==> config.mk <==
export PLATFORM = sky130hd
export DESIGN_NAME = button_click_classifier_core_flat
export DESIGN_NICKNAME = d
export VERILOG_FILES = /design/src/bcc_pkg.sv /design/src/bcc_if.sv /design/src/bcc_regs.sv /design/src/bcc_step.sv /design/src/button_click_classifier_core.sv /design/src/flat_wrapper.sv
export SDC_FILE = /design/constraint.sdc
export NUM_CORES = 1
export LEC_CHECK = 0
export ABC_CLOCK_PERIOD_IN_PS = 8070
export BUFFER_PORTS_ARGS = -buffer_cell sky130_fd_sc_hd__buf_2
export CAP_MARGIN = 15
export CORE_MARGIN = 3
export CORE_UTILIZATION = 60
export CTS_CLUSTER_SIZE = 10
export DETAILED_ROUTE_END_ITERATION = 12
export PLACE_DENSITY = 0.8
export SYNTH_ARGS = -nofsm -noshare
export SYNTH_HDL_FRONTEND = slang
export SYNTH_SLANG_ARGS = --single-unit
==> constraint.sdc <==
create_clock -name clk -period 8.07 [get_ports clk]
set_input_delay 2.421 -clock clk [delete_from_list [all_inputs] [get_ports clk]]
set_output_delay 2.421 -clock clk [all_outputs]
set_load 0.005 [all_outputs]
==> src/bcc_pkg.sv <==
// ----------------------------------------------------------------------------
// bcc_pkg
// Shared types and constants for the button click classifier.
// ----------------------------------------------------------------------------
package bcc_pkg;

    localparam int unsigned TimeW = 32;
    localparam int unsigned CfgW  = 16;
    localparam int unsigned AddrW = 4;
    localparam int unsigned DataW = 32;

    localparam logic [CfgW-1:0] DebounceMsRst    = 16'd50;
    localparam logic [CfgW-1:0] DoubleClickMsRst = 16'd300;
    localparam logic [CfgW-1:0] LongPressMsRst   = 16'd600;

    localparam logic [1:0] REG_DEBOUNCE     = 2'd0;
    localparam logic [1:0] REG_DOUBLE_CLICK = 2'd1;
    localparam logic [1:0] REG_LONG_PRESS   = 2'd2;

    localparam logic MODE_UPDATE = 1'b0;
    localparam logic MODE_READ   = 1'b1;

    localparam logic LEVEL_PRESSED  = 1'b0;
    localparam logic LEVEL_RELEASED = 1'b1;

    typedef enum logic [1:0] {
        EV_NONE   = 2'd0,
        EV_SINGLE = 2'd1,
        EV_DOUBLE = 2'd2,
        EV_LONG   = 2'd3
    } event_t;

    typedef struct packed {
        logic [CfgW-1:0] debounce_ms;
        logic [CfgW-1:0] double_click_ms;
        logic [CfgW-1:0] long_press_ms;
    } cfg_t;

    typedef struct packed {
        logic             prev_raw;
        logic             stable_level;
        logic [TimeW-1:0] change_time;
        logic [TimeW-1:0] press_time;
        logic [TimeW-1:0] release_time;
        event_t           pending_event;
    } state_t;

endpackage

==> src/bcc_if.sv <==
// ----------------------------------------------------------------------------
// bcc_sample_if / bcc_result_if
// Valid/ready channels for input samples and classifier results.
// ----------------------------------------------------------------------------
interface bcc_sample_if;
    logic        valid;
    logic        ready;
    logic [31:0] now_ms;
    logic        raw_level;
    logic        mode;

    modport source (output valid, output now_ms, output raw_level, output mode,
                    input ready);
    modport sink   (input valid, input now_ms, input raw_level, input mode,
                    output ready);
endinterface

interface bcc_result_if;
    logic       valid;
    logic       ready;
    logic [1:0] event_code;
    logic       stable_out;

    modport source (output valid, output event_code, output stable_out,
                    input ready);
    modport sink   (input valid, input event_code, input stable_out,
                    output ready);
endinterface

==> src/bcc_regs.sv <==
// ----------------------------------------------------------------------------
// bcc_regs
// APB configuration registers: debounce, double-click and long-press times.
// ----------------------------------------------------------------------------
module bcc_regs (
    input  logic                        clk,
    input  logic                        rst_n,
    input  logic                        psel,
    input  logic                        penable,
    input  logic                        pwrite,
    input  logic [bcc_pkg::AddrW-1:0]   paddr,
    input  logic [bcc_pkg::DataW-1:0]   pwdata,
    output logic [bcc_pkg::DataW-1:0]   prdata,
    output logic                        pready,
    output bcc_pkg::cfg_t               cfg
);
    import bcc_pkg::*;

    cfg_t       cfg_reg;
    cfg_t       cfg_next;
    logic       wr_en;
    logic [1:0] reg_idx;

    assign pready  = 1'b1;
    assign wr_en   = psel && penable && pwrite && pready;
    assign reg_idx = paddr[AddrW-1:2];
    assign cfg     = cfg_reg;

    always_comb
    begin
        cfg_next = cfg_reg;
        if (wr_en)
        begin
            unique case (reg_idx)
                REG_DEBOUNCE:     cfg_next.debounce_ms     = pwdata[CfgW-1:0];
                REG_DOUBLE_CLICK: cfg_next.double_click_ms = pwdata[CfgW-1:0];
                REG_LONG_PRESS:   cfg_next.long_press_ms   = pwdata[CfgW-1:0];
                default:          cfg_next = cfg_reg;
            endcase
        end
    end

    always_comb
    begin
        unique case (reg_idx)
            REG_DEBOUNCE:     prdata = {{(DataW-CfgW){1'b0}}, cfg_reg.debounce_ms};
            REG_DOUBLE_CLICK: prdata = {{(DataW-CfgW){1'b0}}, cfg_reg.double_click_ms};
            REG_LONG_PRESS:   prdata = {{(DataW-CfgW){1'b0}}, cfg_reg.long_press_ms};
            default:          prdata = '0;
        endcase
    end

    always_ff @(posedge clk or negedge rst_n)
    begin
        if (!rst_n)
        begin
            cfg_reg.debounce_ms     <= DebounceMsRst;
            cfg_reg.double_click_ms <= DoubleClickMsRst;
            cfg_reg.long_press_ms   <= LongPressMsRst;
        end
        else
        begin
            cfg_reg <= cfg_next;
        end
    end

endmodule

==> src/bcc_step.sv <==
// ----------------------------------------------------------------------------
// bcc_step
// Next-state logic for one sample: window expiry, debounce, click and
// long-press classification, or read-and-clear of the pending event.
// ----------------------------------------------------------------------------
module bcc_step (
    input  bcc_pkg::state_t              cur,
    input  bcc_pkg::cfg_t                cfg,
    input  logic [bcc_pkg::TimeW-1:0]    now_ms,
    input  logic                         raw_level,
    input  logic                         mode,
    output bcc_pkg::state_t              nxt,
    output bcc_pkg::event_t              event_code
);
    import bcc_pkg::*;

    logic [TimeW-1:0] d_rel;
    logic [TimeW-1:0] d_chg;
    logic [TimeW-1:0] d_prs;
    logic [TimeW-1:0] d_prs_c;
    logic [TimeW-1:0] dbl_win;
    logic [TimeW-1:0] deb_win;
    logic [TimeW-1:0] long_win;
    logic             single_fire;
    logic             deb_take;
    logic             press_ev;
    logic             release_ev;
    logic             short_hold;
    logic             dbl_fire;
    logic             new_win;
    logic             long_fire;
    event_t           pend_a;
    event_t           pend_b;
    logic [TimeW-1:0] rel_a;
    logic [TimeW-1:0] rel_b;
    logic             stable_n;
    logic [TimeW-1:0] press_n;

    assign dbl_win  = {{(TimeW-CfgW){1'b0}}, cfg.double_click_ms};
    assign deb_win  = {{(TimeW-CfgW){1'b0}}, cfg.debounce_ms};
    assign long_win = {{(TimeW-CfgW){1'b0}}, cfg.long_press_ms};

    assign d_rel = now_ms - cur.release_time;
    assign d_chg = now_ms - cur.change_time;
    assign d_prs = now_ms - cur.press_time;

    // expire the double-click window
    assign single_fire = (cur.pending_event == EV_NONE) && (cur.release_time != '0)
                         && (d_rel > dbl_win);
    assign pend_a = single_fire ? EV_SINGLE : cur.pending_event;
    assign rel_a  = single_fire ? '0 : cur.release_time;

    // debounce; a raw change resets the stable time to zero
    assign deb_take   = (raw_level == cur.prev_raw) && (d_chg > deb_win)
                        && (raw_level != cur.stable_level);
    assign press_ev   = deb_take && (raw_level == LEVEL_PRESSED);
    assign release_ev = deb_take && (raw_level == LEVEL_RELEASED);
    assign short_hold = d_prs < long_win;
    assign dbl_fire   = release_ev && short_hold && (rel_a != '0) && (d_rel < dbl_win);
    assign new_win    = release_ev && short_hold && !dbl_fire;

    assign pend_b   = dbl_fire ? EV_DOUBLE : pend_a;
    assign rel_b    = dbl_fire ? '0 : (new_win ? now_ms : rel_a);
    assign stable_n = deb_take ? raw_level : cur.stable_level;
    assign press_n  = press_ev ? now_ms : cur.press_time;
    assign d_prs_c  = press_ev ? '0 : d_prs;

    // long press, fired on a held update unless a long press is already pending
    assign long_fire = (stable_n == LEVEL_PRESSED) && (press_n != '0)
                       && (d_prs_c >= long_win) && (pend_b != EV_LONG);

    always_comb
    begin
        nxt        = cur;
        event_code = EV_NONE;
        if (mode == MODE_READ)
        begin
            event_code        = cur.pending_event;
            nxt.pending_event = EV_NONE;
        end
        else
        begin
            nxt.prev_raw      = raw_level;
            nxt.stable_level  = stable_n;
            nxt.change_time   = (raw_level != cur.prev_raw) ? now_ms : cur.change_time;
            nxt.press_time    = press_n;
            nxt.release_time  = long_fire ? '0 : rel_b;
            nxt.pending_event = long_fire ? EV_LONG : pend_b;
        end
    end

endmodule

==> src/button_click_classifier_core.sv <==
// A result beat appears in the cycle after its sample beat is accepted.
// Throughput: one sample per cycle while result.ready is high; the output register lets a new sample in
// while the previous result is being taken.
// Reset: rst_n clears the state to released/no event, loads the timing
// registers with 50, 300 and 600 ms, and empties the output register.
// ----------------------------------------------------------------------------
// button_click_classifier_core
// Debounced button classifier: single click, double click and long press.
// ----------------------------------------------------------------------------
module button_click_classifier_core (
    input  logic                        clk,
    input  logic                        rst_n,
    input  logic                        psel,
    input  logic                        penable,
    input  logic                        pwrite,
    input  logic [bcc_pkg::AddrW-1:0]   paddr,
    input  logic [bcc_pkg::DataW-1:0]   pwdata,
    output logic [bcc_pkg::DataW-1:0]   prdata,
    output logic                        pready,
    bcc_sample_if.sink                  sample,
    bcc_result_if.source                result
);
    import bcc_pkg::*;

    cfg_t   cfg;
    state_t state_reg;
    state_t state_next;
    event_t step_event;
    logic   accept;
    logic   out_valid_reg;
    logic   out_valid_next;
    event_t out_event_reg;
    logic   out_stable_reg;

    bcc_regs u_regs (
        .clk     (clk),
        .rst_n   (rst_n),
        .psel    (psel),
        .penable (penable),
        .pwrite  (pwrite),
        .paddr   (paddr),
        .pwdata  (pwdata),
        .prdata  (prdata),
        .pready  (pready),
        .cfg     (cfg)
    );

    bcc_step u_step (
        .cur        (state_reg),
        .cfg        (cfg),
        .now_ms     (sample.now_ms),
        .raw_level  (sample.raw_level),
        .mode       (sample.mode),
        .nxt        (state_next),
        .event_code (step_event)
    );

    assign sample.ready      = !out_valid_reg || result.ready;
    assign accept            = sample.valid && sample.ready;
    assign result.valid      = out_valid_reg;
    assign result.event_code = out_event_reg;
    assign result.stable_out = out_stable_reg;

    always_comb
    begin
        out_valid_next = out_valid_reg;
        if (accept)
        begin
            out_valid_next = 1'b1;
        end
        else if (result.ready)
        begin
            out_valid_next = 1'b0;
        end
    end

    always_ff @(posedge clk or negedge rst_n)
    begin
        if (!rst_n)
        begin
            state_reg.prev_raw      <= LEVEL_RELEASED;
            state_reg.stable_level  <= LEVEL_RELEASED;
            state_reg.change_time   <= '0;
            state_reg.press_time    <= '0;
            state_reg.release_time  <= '0;
            state_reg.pending_event <= EV_NONE;
            out_valid_reg           <= 1'b0;
        end
        else
        begin
            out_valid_reg <= out_valid_next;
            if (accept)
            begin
                state_reg <= state_next;
            end
        end
    end

    always_ff @(posedge clk)
    begin
        if (accept)
        begin
            out_event_reg  <= step_event;
            out_stable_reg <= state_next.stable_level;
        end
    end

    a_result_follows: assert property (@(posedge clk) disable iff (!rst_n)
        accept |=> result.valid)
        else $error("result beat missing after accepted sample");

    a_read_clears: assert property (@(posedge clk) disable iff (!rst_n)
        accept && (sample.mode == MODE_READ) |=> state_reg.pending_event == EV_NONE)
        else $error("pending event not cleared by read");

    a_stable_matches: assert property (@(posedge clk) disable iff (!rst_n)
        accept |=> result.stable_out == state_reg.stable_level)
        else $error("stable_out differs from debounced level");

    a_update_no_event: assert property (@(posedge clk) disable iff (!rst_n)
        accept && (sample.mode == MODE_UPDATE) |=> result.event_code == EV_NONE)
        else $error("update beat returned an event");

    a_held_result: assert property (@(posedge clk) disable iff (!rst_n)
        result.valid && !result.ready |=> result.valid
            && $stable(result.event_code) && $stable(result.stable_out))
        else $error("stalled result beat changed");

endmodule
==> src/flat_wrapper.sv <==
// flat-port wrapper written by rule: the top's interface ports become plain ports
module button_click_classifier_core_flat import bcc_pkg::*;
  (clk, rst_n, psel, penable, pwrite, paddr, pwdata, prdata, pready, sample_valid, sample_now_ms, sample_raw_level, sample_mode, sample_ready, result_valid, result_event_code, result_stable_out, result_ready);
  bcc_sample_if sample_i ();
  bcc_result_if result_i ();
  input  logic clk;
  input  logic rst_n;
  input  logic psel;
  input  logic penable;
  input  logic pwrite;
  input  logic [bcc_pkg::AddrW-1:0] paddr;
  input  logic [bcc_pkg::DataW-1:0] pwdata;
  output logic [bcc_pkg::DataW-1:0] prdata;
  output logic pready;
  input wire logic [$bits(sample_i.valid)-1:0] sample_valid;
  input wire logic [$bits(sample_i.now_ms)-1:0] sample_now_ms;
  input wire logic [$bits(sample_i.raw_level)-1:0] sample_raw_level;
  input wire logic [$bits(sample_i.mode)-1:0] sample_mode;
  output wire logic [$bits(sample_i.ready)-1:0] sample_ready;
  output wire logic [$bits(result_i.valid)-1:0] result_valid;
  output wire logic [$bits(result_i.event_code)-1:0] result_event_code;
  output wire logic [$bits(result_i.stable_out)-1:0] result_stable_out;
  input wire logic [$bits(result_i.ready)-1:0] result_ready;
  assign sample_i.valid = sample_valid;
  assign sample_i.now_ms = sample_now_ms;
  assign sample_i.raw_level = sample_raw_level;
  assign sample_i.mode = sample_mode;
  assign sample_ready = sample_i.ready;
  assign result_valid = result_i.valid;
  assign result_event_code = result_i.event_code;
  assign result_stable_out = result_i.stable_out;
  assign result_i.ready = result_ready;
  button_click_classifier_core u_core (.clk(clk), .rst_n(rst_n), .psel(psel), .penable(penable), .pwrite(pwrite), .paddr(paddr), .pwdata(pwdata), .prdata(prdata), .pready(pready), .sample(sample_i), .result(result_i));
endmodule
* Yosys cells after proc, flatten, opt, wreduce, memory -nomap -nowiden
Cells that the tools add are included.
** Cells by class
- $add $sub $neg :: 3
- $mul :: 0
- Div/mod/pow operators :: 0
- $lt $le $gt $ge :: 5
- Equality and inequality tests :: 6
- Shift-type cells :: 0
- Mux-type cells :: 16
- Bitwise gates (word level) :: 3
- Reduce and logical (&&, ||, !) cells :: 30
** Operators with widths (count)
- 2-to-1 mux 32 bit :: 7
- 2-to-1 mux 97 bit :: 1
- nonzero test 32 bit :: 3
- subtractor 32 bit :: 3
- > comparator 32 x 16 -> 1 bit :: 2
- < comparator 32 x 16 -> 1 bit :: 2
- one-hot mux 16 bit (3 select lines) :: 1
- >= comparator 32 x 16 -> 1 bit :: 1
- logical AND 1 bit :: 16
- 2-to-1 mux 2 bit :: 4
- AND reduction 2 bit :: 4
- zero test 2 bit :: 2
- 2-to-1 mux 1 bit :: 3
- NOT 1 bit :: 3
- AND reduction 3 bit :: 1
- equality test 2 x 1 -> 1 bit (second input constant) :: 1
- equality test 2 bit (second input constant) :: 1
- zero test 1 bit :: 2
- inequality test 1 bit :: 2
- inequality test 2 bit (second input constant) :: 1
- nonzero test 2 bit :: 1
- equality test 1 bit :: 1
- logical OR 1 bit :: 1
** Storage, ports and cells
- Register bits :: 152
- Bits in latches :: 0
- Bits in writable memories :: 0
- ROM bits :: 0
- Input bits :: 77
- Output and inout bits :: 38
- Logic and storage cells :: 75
- Memories kept :: 0

* Logic depth before layout (Yosys ltp)
Gate-level depths: netlist (run 1).
- Word-level depth :: 14
- Mapped depth :: 35
- Depth with buffers taken out :: 32

* Modules after synthesis
A second synthesis (run 1) with hierarchy kept.
** Second synthesis, totals
- Cell total of the unflattened synthesis :: 1873
- Area, all modules :: 16423.3 um^2
** Modules (own cells, without submodules)
- bcc_step :: times used 1, cells an instance 1476, area each 9756.9 um^2, seq. area each 0.0 um^2
- button_click_classifier_core :: times used 1, cells an instance 219, area each 4320.4 um^2, seq. area each 2620.0 um^2
- bcc_regs :: times used 1, cells an instance 178, area each 2346.0 um^2, seq. area each 1214.9 um^2

* Worst setup path after synthesis (run 1)
Ideal clock, no wire load.
- Path kind :: input to register
- Start point :: in sample_now_ms[0]
- End point :: reg u_core.state_reg[10] (netlist name)
- Library setup time :: 0.096 ns
- Data arrival time :: 8.604 ns
- Path slack :: -0.630 ns
- Stages on the path :: 34
- Buffers on the path :: 3
- Path through :: inv_1 > ha_1 > fa_1 > nand2b_1 > a21oi_1 > nor2_1 > o21ai_0 > xor2_1 > ha_1 > nand4_1 > nor3_1 > a21boi_0 > o31a_1 > a311o_1 > or4_1 > nor3_2 > and3_1 > nor2_1 > clkbuf_1 > or2_2 > ha_1 > nand2b_1 > a21oi_1 > nor2b_1 > o2111ai_1 > a21oi_1 > o21a_1 > o31ai_1 > o31ai_1 > o211ai_1 > and3b_1 > buf_1 > clkbuf_1 > o31ai_1
** Between the ends
- Word-level cells in the longest chain between the ends :: 13
** RTL lines
- start, declared :: line flat_wrapper.sv:16 : input wire logic [$bits(sample_i.now_ms)-1:0] sample_now_ms;
- parallel branches: the longest is 12 deep, another holds subtractor 32 bit
- 2-to-1 mux 32 bit (*) :: line bcc_step.sv:87 : nxt.release_time = long_fire ? '0 : rel_b;
- end signal, assigned :: line button_click_classifier_core.sv:94 : state_reg <= state_next;
- end, declared :: line button_click_classifier_core.sv:26 : state_t state_reg;
Every way passes the cells marked *.
A chain may end at the register's enable or synchronous reset.

* Final worst setup path (run 1)
- Start point :: in sample_now_ms[5]
- End point :: reg u_core.state_reg[14] (netlist name)
The elaborated chain is that of the path after synthesis.

==> results by group, run 1 <==
Timing
  • Fmax achieved: 117 MHz
  • Worst setup margin: -0.497 ns
  • Slew at the pin closest to its max-slew limit: approximately 1.1 ns
  • Clock skew: 0.0148 ns
  • Hold violation count in the final report: 0
  • Unrepaired setup endpoints after global routing: true
  • Finish-stage setup viols: 33
  • Setup tns final: -15.05 ns
  • Slew Viols, Final: 0
  • Slew margin rel.: between 20 and 30%
  • Final worst path period share: 106%
  • Hold slack: around 0.53 ns
  • Fin crit period: 8.57 ns

Status
  • Status: finished, violations left
  • Failing checks: setup timing

Global routing
  • Most Crowded Layer GR: met2
  • Antenna violations before repair: 0
  • Total grt overflow: 0
  • GR Util met1: between 40% and 50%
  • GR met3 Demand/Resource: under 10%
  • Gr usage total: approximately a third
  • Number of global-route vias before repair: around 14,000
  • GR Util met2: ~56%
  • Largest net degree at the start of global routing: just under 80
  • First-pass GRT wire length: about 72,000 um

Synth
  • EDFF count, synth: 3
  • Main synth FF type: dfrtp_1
  • Main combinational cell family by area after synthesis: compound AO/OA/AOI/OAI gates
  • Compound-Gate Fraction of Synth Area: between 20 and 30%
  • Synth Area in XOR/XNOR: approximately 3.6%
  • Mux contribution to synthesized area: under 10%
  • Cell Area, Synth: 0.0147 mm2
  • Post-synth cell types: a little over 90
  • Avg Cell Area, Syn: a little over 8 um2
  • Adder-cell area share of the yosys netlist: a little over an eighth
  • Seq cells post-synth: roughly 150
  • Synth Warn #: 0
  • Post-Synth Simple-Gate Area: between 10% and 20%
  • Seq/Total Area, Yosys: a little over a quarter
  • Ys async rst share: 98.0%
  • Mapped Cells: about 1,800

Drt
  • Total number of vias: about 15,000
  • Drt total wl: just under 50,000 um
  • DRC: 0
  • Post-route ant nets: 0
  • Drt pass-1 iters: 5
  • Vias per cell: between 6 and 7
  • DRT iter0 DRCs: about 1,600
  • Wire per inst: approximately 21 um

Power and ir drop
  • Leakage: just under 0.008 uW
  • Max VDD drop: approximately 0.17 mV
  • Pwr/cell area: 349 mW/mm2

Floorplanning
  • Site row count: 56
  • Starting density of the core: 61.8%
  • Die area: about 0.026 mm2
  • Die height: around 160 um
  • Die W: between 150 and 200 um
  • I/O pin count: around 120
  • Core box area: about 0.024 mm2

Finish
  • Layout net count: around 2,100
  • Diode count: 0
  • Largest register FFs: 100
  • Finished Cell Area: 0.0173 mm2
  • Synthesis-to-finish area growth: 17.8%
  • Share of cells above drive strength 1: 21.6%
  • Final core utilization: about 73%

Critical path
  • Max stage delay on crit path: 0.43 ns
  • Critical path capture point type: flop
  • Crit path DAT: just under 9 ns
  • Startpoint types: input pin
  • CP max stage cell: or4_4
  • CP Class: in -> reg
  • Crit path max fanout: 8
  • Crit path max-delay family: compound AO/OA/AOI/OAI gates
  • CP required: between 8 and 9 ns
  • Worst Path Buf+Inv: 5

CTS
  • CTS tree: done
  • CTS max path bufs: 2
  • Clk slew on worst S/H paths: around 0.06 ns
  • H-tree Lvls: 4
  • Clk Latency, worst-skew pair: 0.44 ns
  • CTS root buf: clkbuf_16
  • CTS Hold Bufs: 0
  • CTS buffer count: 17
  • Clock sinks: around 150

Placed design
  • # port buffers: 79
  • GPL Wtd Cong: 0.983
  • Cell Area, Placed: between 0.015 and 0.02 mm2
  • Hpwl dp: 35,000 um
  • Pre-CTS setup slack: -1.01 ns

Worst hold path
  • Hold WC Path Type: reg -> reg

Flow run
  • Max-cap violation count: 0
-- power by group --
group | internal (uW) | switching (uW) | total [uW]
registers | 1010 | 189 | 1200
logic | 1710 | 2270 | 3980
clock network | 526 | 333 | 859
total | 3250 | 2790 | 6040
-- repair_timing --
action                                  4_1_cts  5_1_grt
cloned                                        1        2
setup buffers                                 4        4
endpoints found under the setup margin       34       34
pin swaps                                    13       25
endpoints found under the hold margin         0        0
resized for setup                            43       50
-- layout make-up --
type                       count  area, um2
multi-input combinational   1371      10400
clock buffer                  20        447
tap                          319        399
sequential                   152       3830
timing repair buffer         201       1420
fill                        1748       6460
clock inverter                11        170
inverter                     164        618
-- metal layers --
metal  up-vias  share of wire (%)
met5         -                  0
met4         0                4.6
met3       156                9.7
met2       703                 46
met1      7034                 40
li1       6724                  -
-- cells in the final DEF (no fill, tap or decap), types with 14 or more instances in the layout --
master     count
mux2_2        41
inv_1        162
nand2_1      167
buf_4        115
a21o_1        45
nor3_1        27
o21ai_0      122
o31ai_2       17
a211oi_1      14
nor2b_1       30
nor2_1        81
o211ai_1      21
o21a_1        27
nor4_1        33
dfrtp_1      136
a22oi_2       30
nand4_1       48
conb_1        17
o21ai_1       19
ha_1         145
xnor2_1       36
buf_2         74
mux2i_1       27
clkbuf_16     20
a31oi_1       15
o31ai_4       14
xor2_1        20
nand3_1       26
a21oi_1      114
-- cells in the mapped netlist, types with 7 or more instances --
library cell / number / share of area [%]
nand4_1: 48 / 2.0
a211oi_1: 16 / 0.82
buf_4: 17 / 0.87
mux2_1: 13 / 1.0
and3_1: 11 / 0.47
o21ai_0: 125 / 4.3
nor2_1: 86 / 2.2
o21bai_1: 10 / 0.51
a22oi_2: 30 / 2.6
xnor2_1: 38 / 2.3
nor4_1: 33 / 1.4
mux2_2: 41 / 3.1
o21ai_1: 18 / 0.61
a21oi_1: 122 / 4.2
a21o_1: 45 / 2.3
nand2b_1: 14 / 0.60
o2111ai_1: 10 / 0.60
inv_1: 164 / 4.2
nand3_1: 27 / 0.92
nor3_1: 29 / 0.99
buf_2: 23 / 0.78
nor2b_1: 30 / 1.3
xor2_1: 23 / 1.4
dfrtp_1: 136 / 23
ha_1: 156 / 13
mux2i_1: 27 / 1.8
o211ai_1: 21 / 1.1
clkbuf_1: 57 / 1.5
nand2_1: 170 / 4.3
a31oi_1: 15 / 0.64
o31ai_1: 37 / 1.9
and2_1: 7 / 0.30
o21a_1: 27 / 1.4
a211o_1: 10 / 0.60
dfstp_2: 13 / 2.3
-- through the flow --
step	instances	total power, uW
after floorplan	1790	3730
after global placement	2196	4590
after detailed placement	2196	4730
after CTS	2232	5760
after global routing	2238	6450
final	2238	6040
-- final timing paths --
kind | from | end | slack, ns | cells after the start
setup / recovery | sample_now_ms[5] | u_core.state_reg[14] | -0.50 | 35
hold / removal | u_core.state_reg[51] | u_core.state_reg[51] | 0.53 | 1
setup reg to reg | u_core.state_reg[66] | u_core.state_reg[14] | 1.22 | 34
hold reg to reg | u_core.state_reg[51] | u_core.state_reg[51] | 0.53 | 1
max in group asynchronous | rst_n | u_core.state_reg[87] | 4.64 | 2
min in group asynchronous | rst_n | u_core.u_regs.cfg[12] | 1.99 | 1
-- worst register-to-register path, delay by kind of cell, from the launching register on --
kind	cells	cell delay [ns]
compound gates	12	2.16
simple gates	14	2.40
buf+inv	3	0.52
flops	1	0.40
fa+ha+maj	4	1.02
xor+xnor	1	0.24
-- kinds of logic (layout without fill, tap and decap cells) --
logic type | Yosys count | count (layout)
AO/OA/AOI/OAI | 555 | 555
AND/OR/NAND/NOR | 498 | 498
buffers and inverters | 267 | 396
adder cells (fa/ha/maj) | 159 | 159
flip-flops | 152 | 152
multiplexers | 81 | 81
XOR/XNOR | 61 | 61
other | 2 | 17
(Power assumes the default switching activity.)
==> run 2, diff against run 1 <==
--- a/config.mk
+++ b/config.mk
@@ -6,13 +6,13 @@
 export NUM_CORES = 1
 export LEC_CHECK = 0
 export ABC_CLOCK_PERIOD_IN_PS = 8070
-export BUFFER_PORTS_ARGS = -buffer_cell sky130_fd_sc_hd__buf_2
 export CAP_MARGIN = 15
 export CORE_MARGIN = 3
 export CORE_UTILIZATION = 60
 export CTS_CLUSTER_SIZE = 10
 export DETAILED_ROUTE_END_ITERATION = 12
-export PLACE_DENSITY = 0.8
+export DONT_BUFFER_PORTS = 1
+export PLACE_DENSITY = 0.76
 export SYNTH_ARGS = -nofsm -noshare
 export SYNTH_HDL_FRONTEND = slang
 export SYNTH_SLANG_ARGS = --single-unit
==> run 2 against run 1 <==
Effect of this change:
- the run still ends with setup timing left
- worst hold slack lost 0.012 ns
- via count decreased by 6.1%
- combinational power fell by 6.5%
- largest power group unchanged
- highest routed layer unchanged
==> results by group, run 2 (synthesized netlist as in run 1, its figures left out) <==
Status
  • Status: finished, violations left
  • Failing checks: setup timing

Timing
  • Finish-stage setup viols: 32
  • Final worst path period share: 103%
  • Hold slack: around 0.51 ns
  • Clock skew: ~0.013 ns
  • Slew Viols, Final: 0
  • Setup tns final: -5.61 ns
  • Fin crit period: 8.29 ns
  • Slew margin rel.: a little over a quarter
  • Fmax achieved: around 120 MHz
  • Slew at the pin closest to its max-slew limit: about 1.1 ns
  • Worst setup margin: -0.219 ns
  • Unrepaired setup endpoints after global routing: true
  • Hold violation count in the final report: 0

Drt
  • WL met1: roughly 19,000 um
  • Wire per inst: roughly 20 um
  • Met2 wire len: 20,700 um
  • Vias per cell: 6.44
  • Total number of vias: ~14,000
  • Metal3 WL: about 3300 um
  • Drt pass-1 iters: 8
  • DRT iter0 DRCs: 1,280
  • DRC: 0
  • DR top layer: met4
  • Post-route ant nets: 0
  • Drt total wl: between 40,000 and 50,000 um

Power and ir drop
  • Int Power: approximately 3200 uW
  • Max VDD drop: 0.177 mV
  • Reg power frac: 20.5%
  • Net Sw Frac: a little under half
  • Combinational fraction of design power: between 60 and 70%
  • Net Sw Power: roughly 2600 uW
  • Clk pwr share: roughly 15%
  • Leakage: about 0.0074 uW
  • Pwr/cell area: roughly 350 mW/mm2

Finish
  • Non-filler cells, final: ~2,100
  • Finished Cell Area: 0.0165 mm2
  • Layout net count: 2,035
  • Largest register FFs: 100
  • Most frequent cells in the layout: 169 x nand2_1, 163 x inv_1, 150 x ha_1
  • Most common cell after layout, fill and taps aside: nand2_1
  • Share of cells above drive strength 1: 16.5%
  • Layout fillers: 1,900
  • Synthesis-to-finish area growth: 12.3%

Critical path
  • Worst r2r path cells: 33
  • CP max stage cell: or4_4
  • Critical path capture point type: flop
  • Reg2Reg Setup Slack: roughly 1.3 ns
  • Max stage delay on crit path: roughly 0.44 ns
  • Reg2reg end: u_core.state_reg[14]
  • CP Class: in -> reg
  • Startpoint types: input pin
  • Reg2reg start: u_core.state_reg[67]
  • Crit-path most repeated cell: a21oi_2
  • Crit path max fanout: 8
  • Crit path DAT: between 8 and 9 ns
  • CP required: 8.40 ns

Global routing
  • Gr usage total: about a third
  • Antenna violations before repair: 0
  • First-pass GRT wire length: 68,300 um
  • Number of global-route vias before repair: roughly 13,000
  • Total grt overflow: 0
  • Largest net degree at the start of global routing: 150

CTS
  • Clk slew on worst S/H paths: roughly 0.060 ns
  • CTS buffer count: 17
  • CTS Hold Bufs: 0
  • H-tree Lvls: 4
  • CTS max path bufs: 2
  • Clk Latency, worst-skew pair: 0.43 ns
  • Clock sinks: 152
  • CTS root buf: clkbuf_16
  • CTS tree: done

Floorplanning
  • I/O pin count: ~120
  • Core box area: approximately 0.024 mm2
  • Starting density of the core: between 60% and 70%
  • Die height: between 150 and 200 um
  • Die area: about 0.026 mm2
  • Site row count: 56
  • Die W: 162 um

Flow run
  • Max-cap violation count: 0

Worst hold path
  • Worst hold start: u_core.state_reg[49]
  • Hold WC Path Type: reg -> reg
  • Hold Path Cell Cnt: 1
  • Worst hold path endpoint: u_core.state_reg[49]

Placed design
  • GPL Wtd Cong: 0.981
  • Placed insts: around 2,100
  • Hpwl dp: 32,500 um
  • Pre-CTS setup slack: -0.754 ns
  • Cell Area, Placed: between 0.015 and 0.02 mm2
  • # port buffers: 0
[run 2: changes by cell type in the layout (fill, tap and decap cells not counted), sizes merged]
| cell | before | now |
|---|---|---|
| buf | 197 | 92 |
| clkbuf | 24 | 21 |
| clkinvlp | 1 | 3 |
| clkinv | 3 | 1 |
| diode | 0 | 1 |
| inv | 167 | 168 |
[run 2: cell type report]
cell class | count | area (um2) | share of cell area, %
Antenna cell | 1 | 2.50 | 0.0152
Inverter | 164 | 623 | 3.78
Clock inverter | 12 | 186 | 1.13
Sequential cell | 152 | 3830 | 23.3
Clock buffer | 20 | 457 | 2.77
Multi-Input combinational cell | 1371 | 10200 | 62.1
Tap cell | 319 | 399 | 2.42
Timing Repair Buffer | 93 | 744 | 4.52
[run 2: worst max path at each step]
stage	startpoint	to	slack (ns)	cells past startpoint
after floorplan	sample_now_ms[2]	u_core.state_reg[11]	-0.15	34
after global placement	sample_now_ms[0]	u_core.state_reg[8]	-0.60	33
after detailed placement	sample_now_ms[0]	u_core.state_reg[7]	-0.75	33
after CTS	sample_now_ms[0]	u_core.state_reg[8]	-0.13	34
after global routing	sample_now_ms[6]	u_core.state_reg[9]	-0.39	32
final	sample_now_ms[6]	u_core.state_reg[14]	-0.22	32
[run 2: stage by stage]
step / total power (uW) / utilization [%]
final: 5800 / 69.4
after detailed placement: 4600 / 64.6
after global placement: 4500 / 64.6
after floorplan: 3730 / -
after global routing: 6250 / 69.3
after CTS: 5600 / 68.1
[run 2: metal layers]
metal | track usage [%] | up-vias
li1 | - | 6505
met5 | 0 | -
met4 | 10.7 | 0
met2 | 53.2 | 503
met1 | 42.9 | 6633
met3 | 5.77 | 89
[run 2: power by group through the flow]
stage               clock [uW]  combinational (uW)  sequential, uW
floorplan                    0                2590            1140
global placement             0                3320            1180
detailed placement           0                3410            1190
CTS                        892                3530            1180
global route               927                4100            1210
finish                     889                3720            1190
[run 2: critical path: cells and delay by family]
family,cells,cell delay [ns]
fa+ha+maj,3,0.82
compound gates,13,2.48
buf+inv,3,0.41
simple gates,12,2.33
xor+xnor,1,0.16
[run 2: repair_timing]
item | 4_1_cts | 5_1_grt
pin swaps | 10 | 14
endpoints found under the setup margin | 34 | 34
cloned | 0 | 2
resized for setup | 25 | 40
buffers inserted | 7 | 8
==> run 3, diff against run 2 <==
--- a/config.mk
+++ b/config.mk
@@ -5,7 +5,7 @@
 export SDC_FILE = /design/constraint.sdc
 export NUM_CORES = 1
 export LEC_CHECK = 0
-export ABC_CLOCK_PERIOD_IN_PS = 8070
+export ABC_CLOCK_PERIOD_IN_PS = 10430
 export CAP_MARGIN = 15
 export CORE_MARGIN = 3
 export CORE_UTILIZATION = 60
@@ -13,6 +13,7 @@
 export DETAILED_ROUTE_END_ITERATION = 12
 export DONT_BUFFER_PORTS = 1
 export PLACE_DENSITY = 0.76
+export SLEW_MARGIN = 15
 export SYNTH_ARGS = -nofsm -noshare
 export SYNTH_HDL_FRONTEND = slang
 export SYNTH_SLANG_ARGS = --single-unit
==> constraint.sdc (replaced) <==
create_clock -name clk -period 10.43 [get_ports clk]
set_input_delay 3.129 -clock clk [delete_from_list [all_inputs] [get_ports clk]]
set_output_delay 3.129 -clock clk [all_outputs]
set_load 0.005 [all_outputs]
==> run 3 against run 2 <==
Effect of this change:
- the flow now finishes without violations
- combinational power shrank 31%
- first-iteration DRC count decreased by 9.5%
- clock power shrank 31%
- sequential power fell by 23%
- cell count is 4.0% lower
- critical endpoint unchanged
- via count down 2.6%
- setup slack better by 0.64 ns
- final area fell by 7.2%
- sequential share of layout area grew 1.8 points
- critical path depth grew 1
==> results by group, run 3 (synthesized netlist as in run 1, its figures left out) <==
Status
  • Status: finished, final reports clean

Power and ir drop
  • Net Sw Power: roughly 1900 uW
  • Reg power frac: 22.4%
  • Net Sw Frac: about 46%
  • Combinational fraction of design power: between 60 and 70%
  • Leakage: ~0.0069 uW
  • Clk pwr share: about 15%
  • Pwr/cell area: 267 mW/mm2
  • Max VDD drop: roughly 0.13 mV
  • Int Power: between 2000 and 2500 uW

Placed design
  • # port buffers: 0
  • GPL Wtd Cong: between 0.9 and 1
  • Hpwl dp: ~33,000 um

Finish
  • Most frequent cells in the layout: 169 x nand2_1, 164 x inv_1, 156 x ha_1
  • Share of cells above drive strength 1: about 8.6%
  • Layout net count: 1,951
  • Synthesis-to-finish area growth: 4.14%
  • Most common cell after layout, fill and taps aside: nand2_1
  • Diode count: 0
  • Final core utilization: 64.3%
  • Largest register FFs: 100

Global routing
  • GR Util met1: roughly 45%
  • GR Util met2: between 50% and 60%
  • Most Crowded Layer GR: met2
  • Antenna violations before repair: 0
  • Gr usage total: a little under a third
  • GR met3 Demand/Resource: approximately 4.6%
  • Largest net degree at the start of global routing: 150
  • First-pass GRT wire length: about 67,000 um
  • Number of global-route vias before repair: 12,800
  • Total grt overflow: 0

CTS
  • CTS Hold Bufs: 0
  • Clk slew on worst S/H paths: approximately 0.060 ns
  • H-tree Lvls: 4
  • CTS buffer count: 17
  • Cts repair resizes: 0
  • CTS max path bufs: 2
  • CTS tree: done
  • Clock sinks: between 150 and 200
  • CTS root buf: clkbuf_16
  • Clk Latency, worst-skew pair: approximately 0.43 ns
  • # Post-CTS Setup Buffers: 0

Drt
  • Post-route ant nets: 0
  • Wire per inst: between 20 and 25 um
  • Total number of vias: between 10,000 and 15,000
  • DRC: 0
  • DRT iter0 DRCs: 1,158
  • Drt total wl: 42,100 um
  • Vias per cell: between 6 and 7
  • Drt pass-1 iters: 6

Timing
  • Fin crit period: 10.01 ns
  • Hold violation count in the final report: 0
  • Clock skew: around 0.015 ns
  • Slew Viols, Final: 0
  • Fmax achieved: around 100 MHz
  • Finish-stage setup viols: 0
  • Slew at the pin closest to its max-slew limit: ~1.0 ns
  • Unrepaired setup endpoints after global routing: false
  • Slew margin rel.: a little under 30%
  • Final worst path period share: between 90% and 100%
  • Setup tns final: 0 ns

Floorplanning
  • Site row count: 56
  • Die area: ~0.026 mm2
  • Core box area: approximately 0.024 mm2
  • Die height: approximately 160 um
  • Die W: about 160 um
  • I/O pin count: about 120
  • Starting density of the core: 61.8%

Critical path
  • Crit-path most repeated cell: a21oi_1
  • Reg2Reg Setup Slack: between 2 and 3 ns
  • Critical path capture point type: flop
  • Max stage delay on crit path: between 0.4 and 0.5 ns
  • CP max stage cell: fa_1
  • Crit path max fanout: 32
  • Worst r2r path cells: 32
  • CP required: ~11 ns
  • Crit path DAT: about 10 ns
  • Stages on worst setup path: 33
  • Startpoint types: input pin
  • Worst Path Buf+Inv: 3
  • CP Class: in -> reg
  • Crit path max-delay family: simple AND/OR/NAND/NOR gates

Flow run
  • Max-cap violation count: 0

Worst hold path
  • Hold WC Path Type: reg -> reg
  • Hold Path Cell Cnt: 1
-- run 3: changes by cell type in the layout (fill, tap and decap cells not counted), moves of 5 or more --
cell | previous run | this run
o31ai_2 | 16 | 0
ha_4 | 5 | 0
o31ai_4 | 5 | 0
a21oi_2 | 10 | 1
a21oi_1 | 111 | 122
ha_1 | 150 | 156
o31ai_1 | 16 | 37
buf_4 | 89 | 8
-- run 3: final timing paths --
| path | from | endpoint |
|---|---|---|
| setup / recovery | sample_now_ms[0] | u_core.state_reg[14] |
| hold / removal | u_core.state_reg[40] | u_core.state_reg[40] |
| setup reg to reg | u_core.state_reg[66] | u_core.state_reg[14] |
| hold reg to reg | u_core.state_reg[40] | u_core.state_reg[40] |
| max in group asynchronous | rst_n | u_core.u_regs.cfg[24] |
| min in group asynchronous | rst_n | u_core.state_reg[60] |
-- run 3: layout make-up --
class,instances,area (um2)
clock buffers,23,468
well taps,319,399
multi-input cells,1371,9790
repair buffers,9,80.1
flip-flops and latches,152,3830
clock inverters,9,91.3
inverters,164,616
fillers,2059,8470
-- run 3: metal layers --
| layer | vias up | wire (um) |
|---|---|---|
| li1 | 6323 | - |
| met1 | 6511 | 18700 |
| met2 | 482 | 19600 |
| met3 | 63 | 2900 |
| met4 | 0 | 912 |
| met5 | - | 0 |
-- run 3: through the flow --
step           cell area [um2]  hold slack, ns  setup WS, ns  power (uW)  instances
6_report                 15300           0.518         0.418        4080       2047
5_1_grt                  15300           0.534        0.0199        4420       2047
4_1_cts                  15300           0.524         0.524        4040       2047
3_5_place_dp             14700           0.510         0.153        3410       2015
3_3_place_gp             14700           0.501         0.336        3330       2015
2_1_floorplan            14700           0.485          1.02        2830       1790
-- run 3: power by group through the flow --
stage / clock network, uW / registers (uW) / logic, uW
2_1_floorplan: 0 / 880 / 1950
3_3_place_gp: 0 / 913 / 2420
5_1_grt: 638 / 935 / 2850
4_1_cts: 613 / 911 / 2510
6_report: 610 / 914 / 2560
3_5_place_dp: 0 / 922 / 2490
-- run 3: worst reg2reg max path: cells and delay by family (launching register included) --
family          cells  cell delay (ns)
buf+inv             2             0.37
simple gates       13             2.77
xor+xnor            1             0.23
flops               1             0.39
compound gates     12             2.50
fa+ha+maj           4             1.19
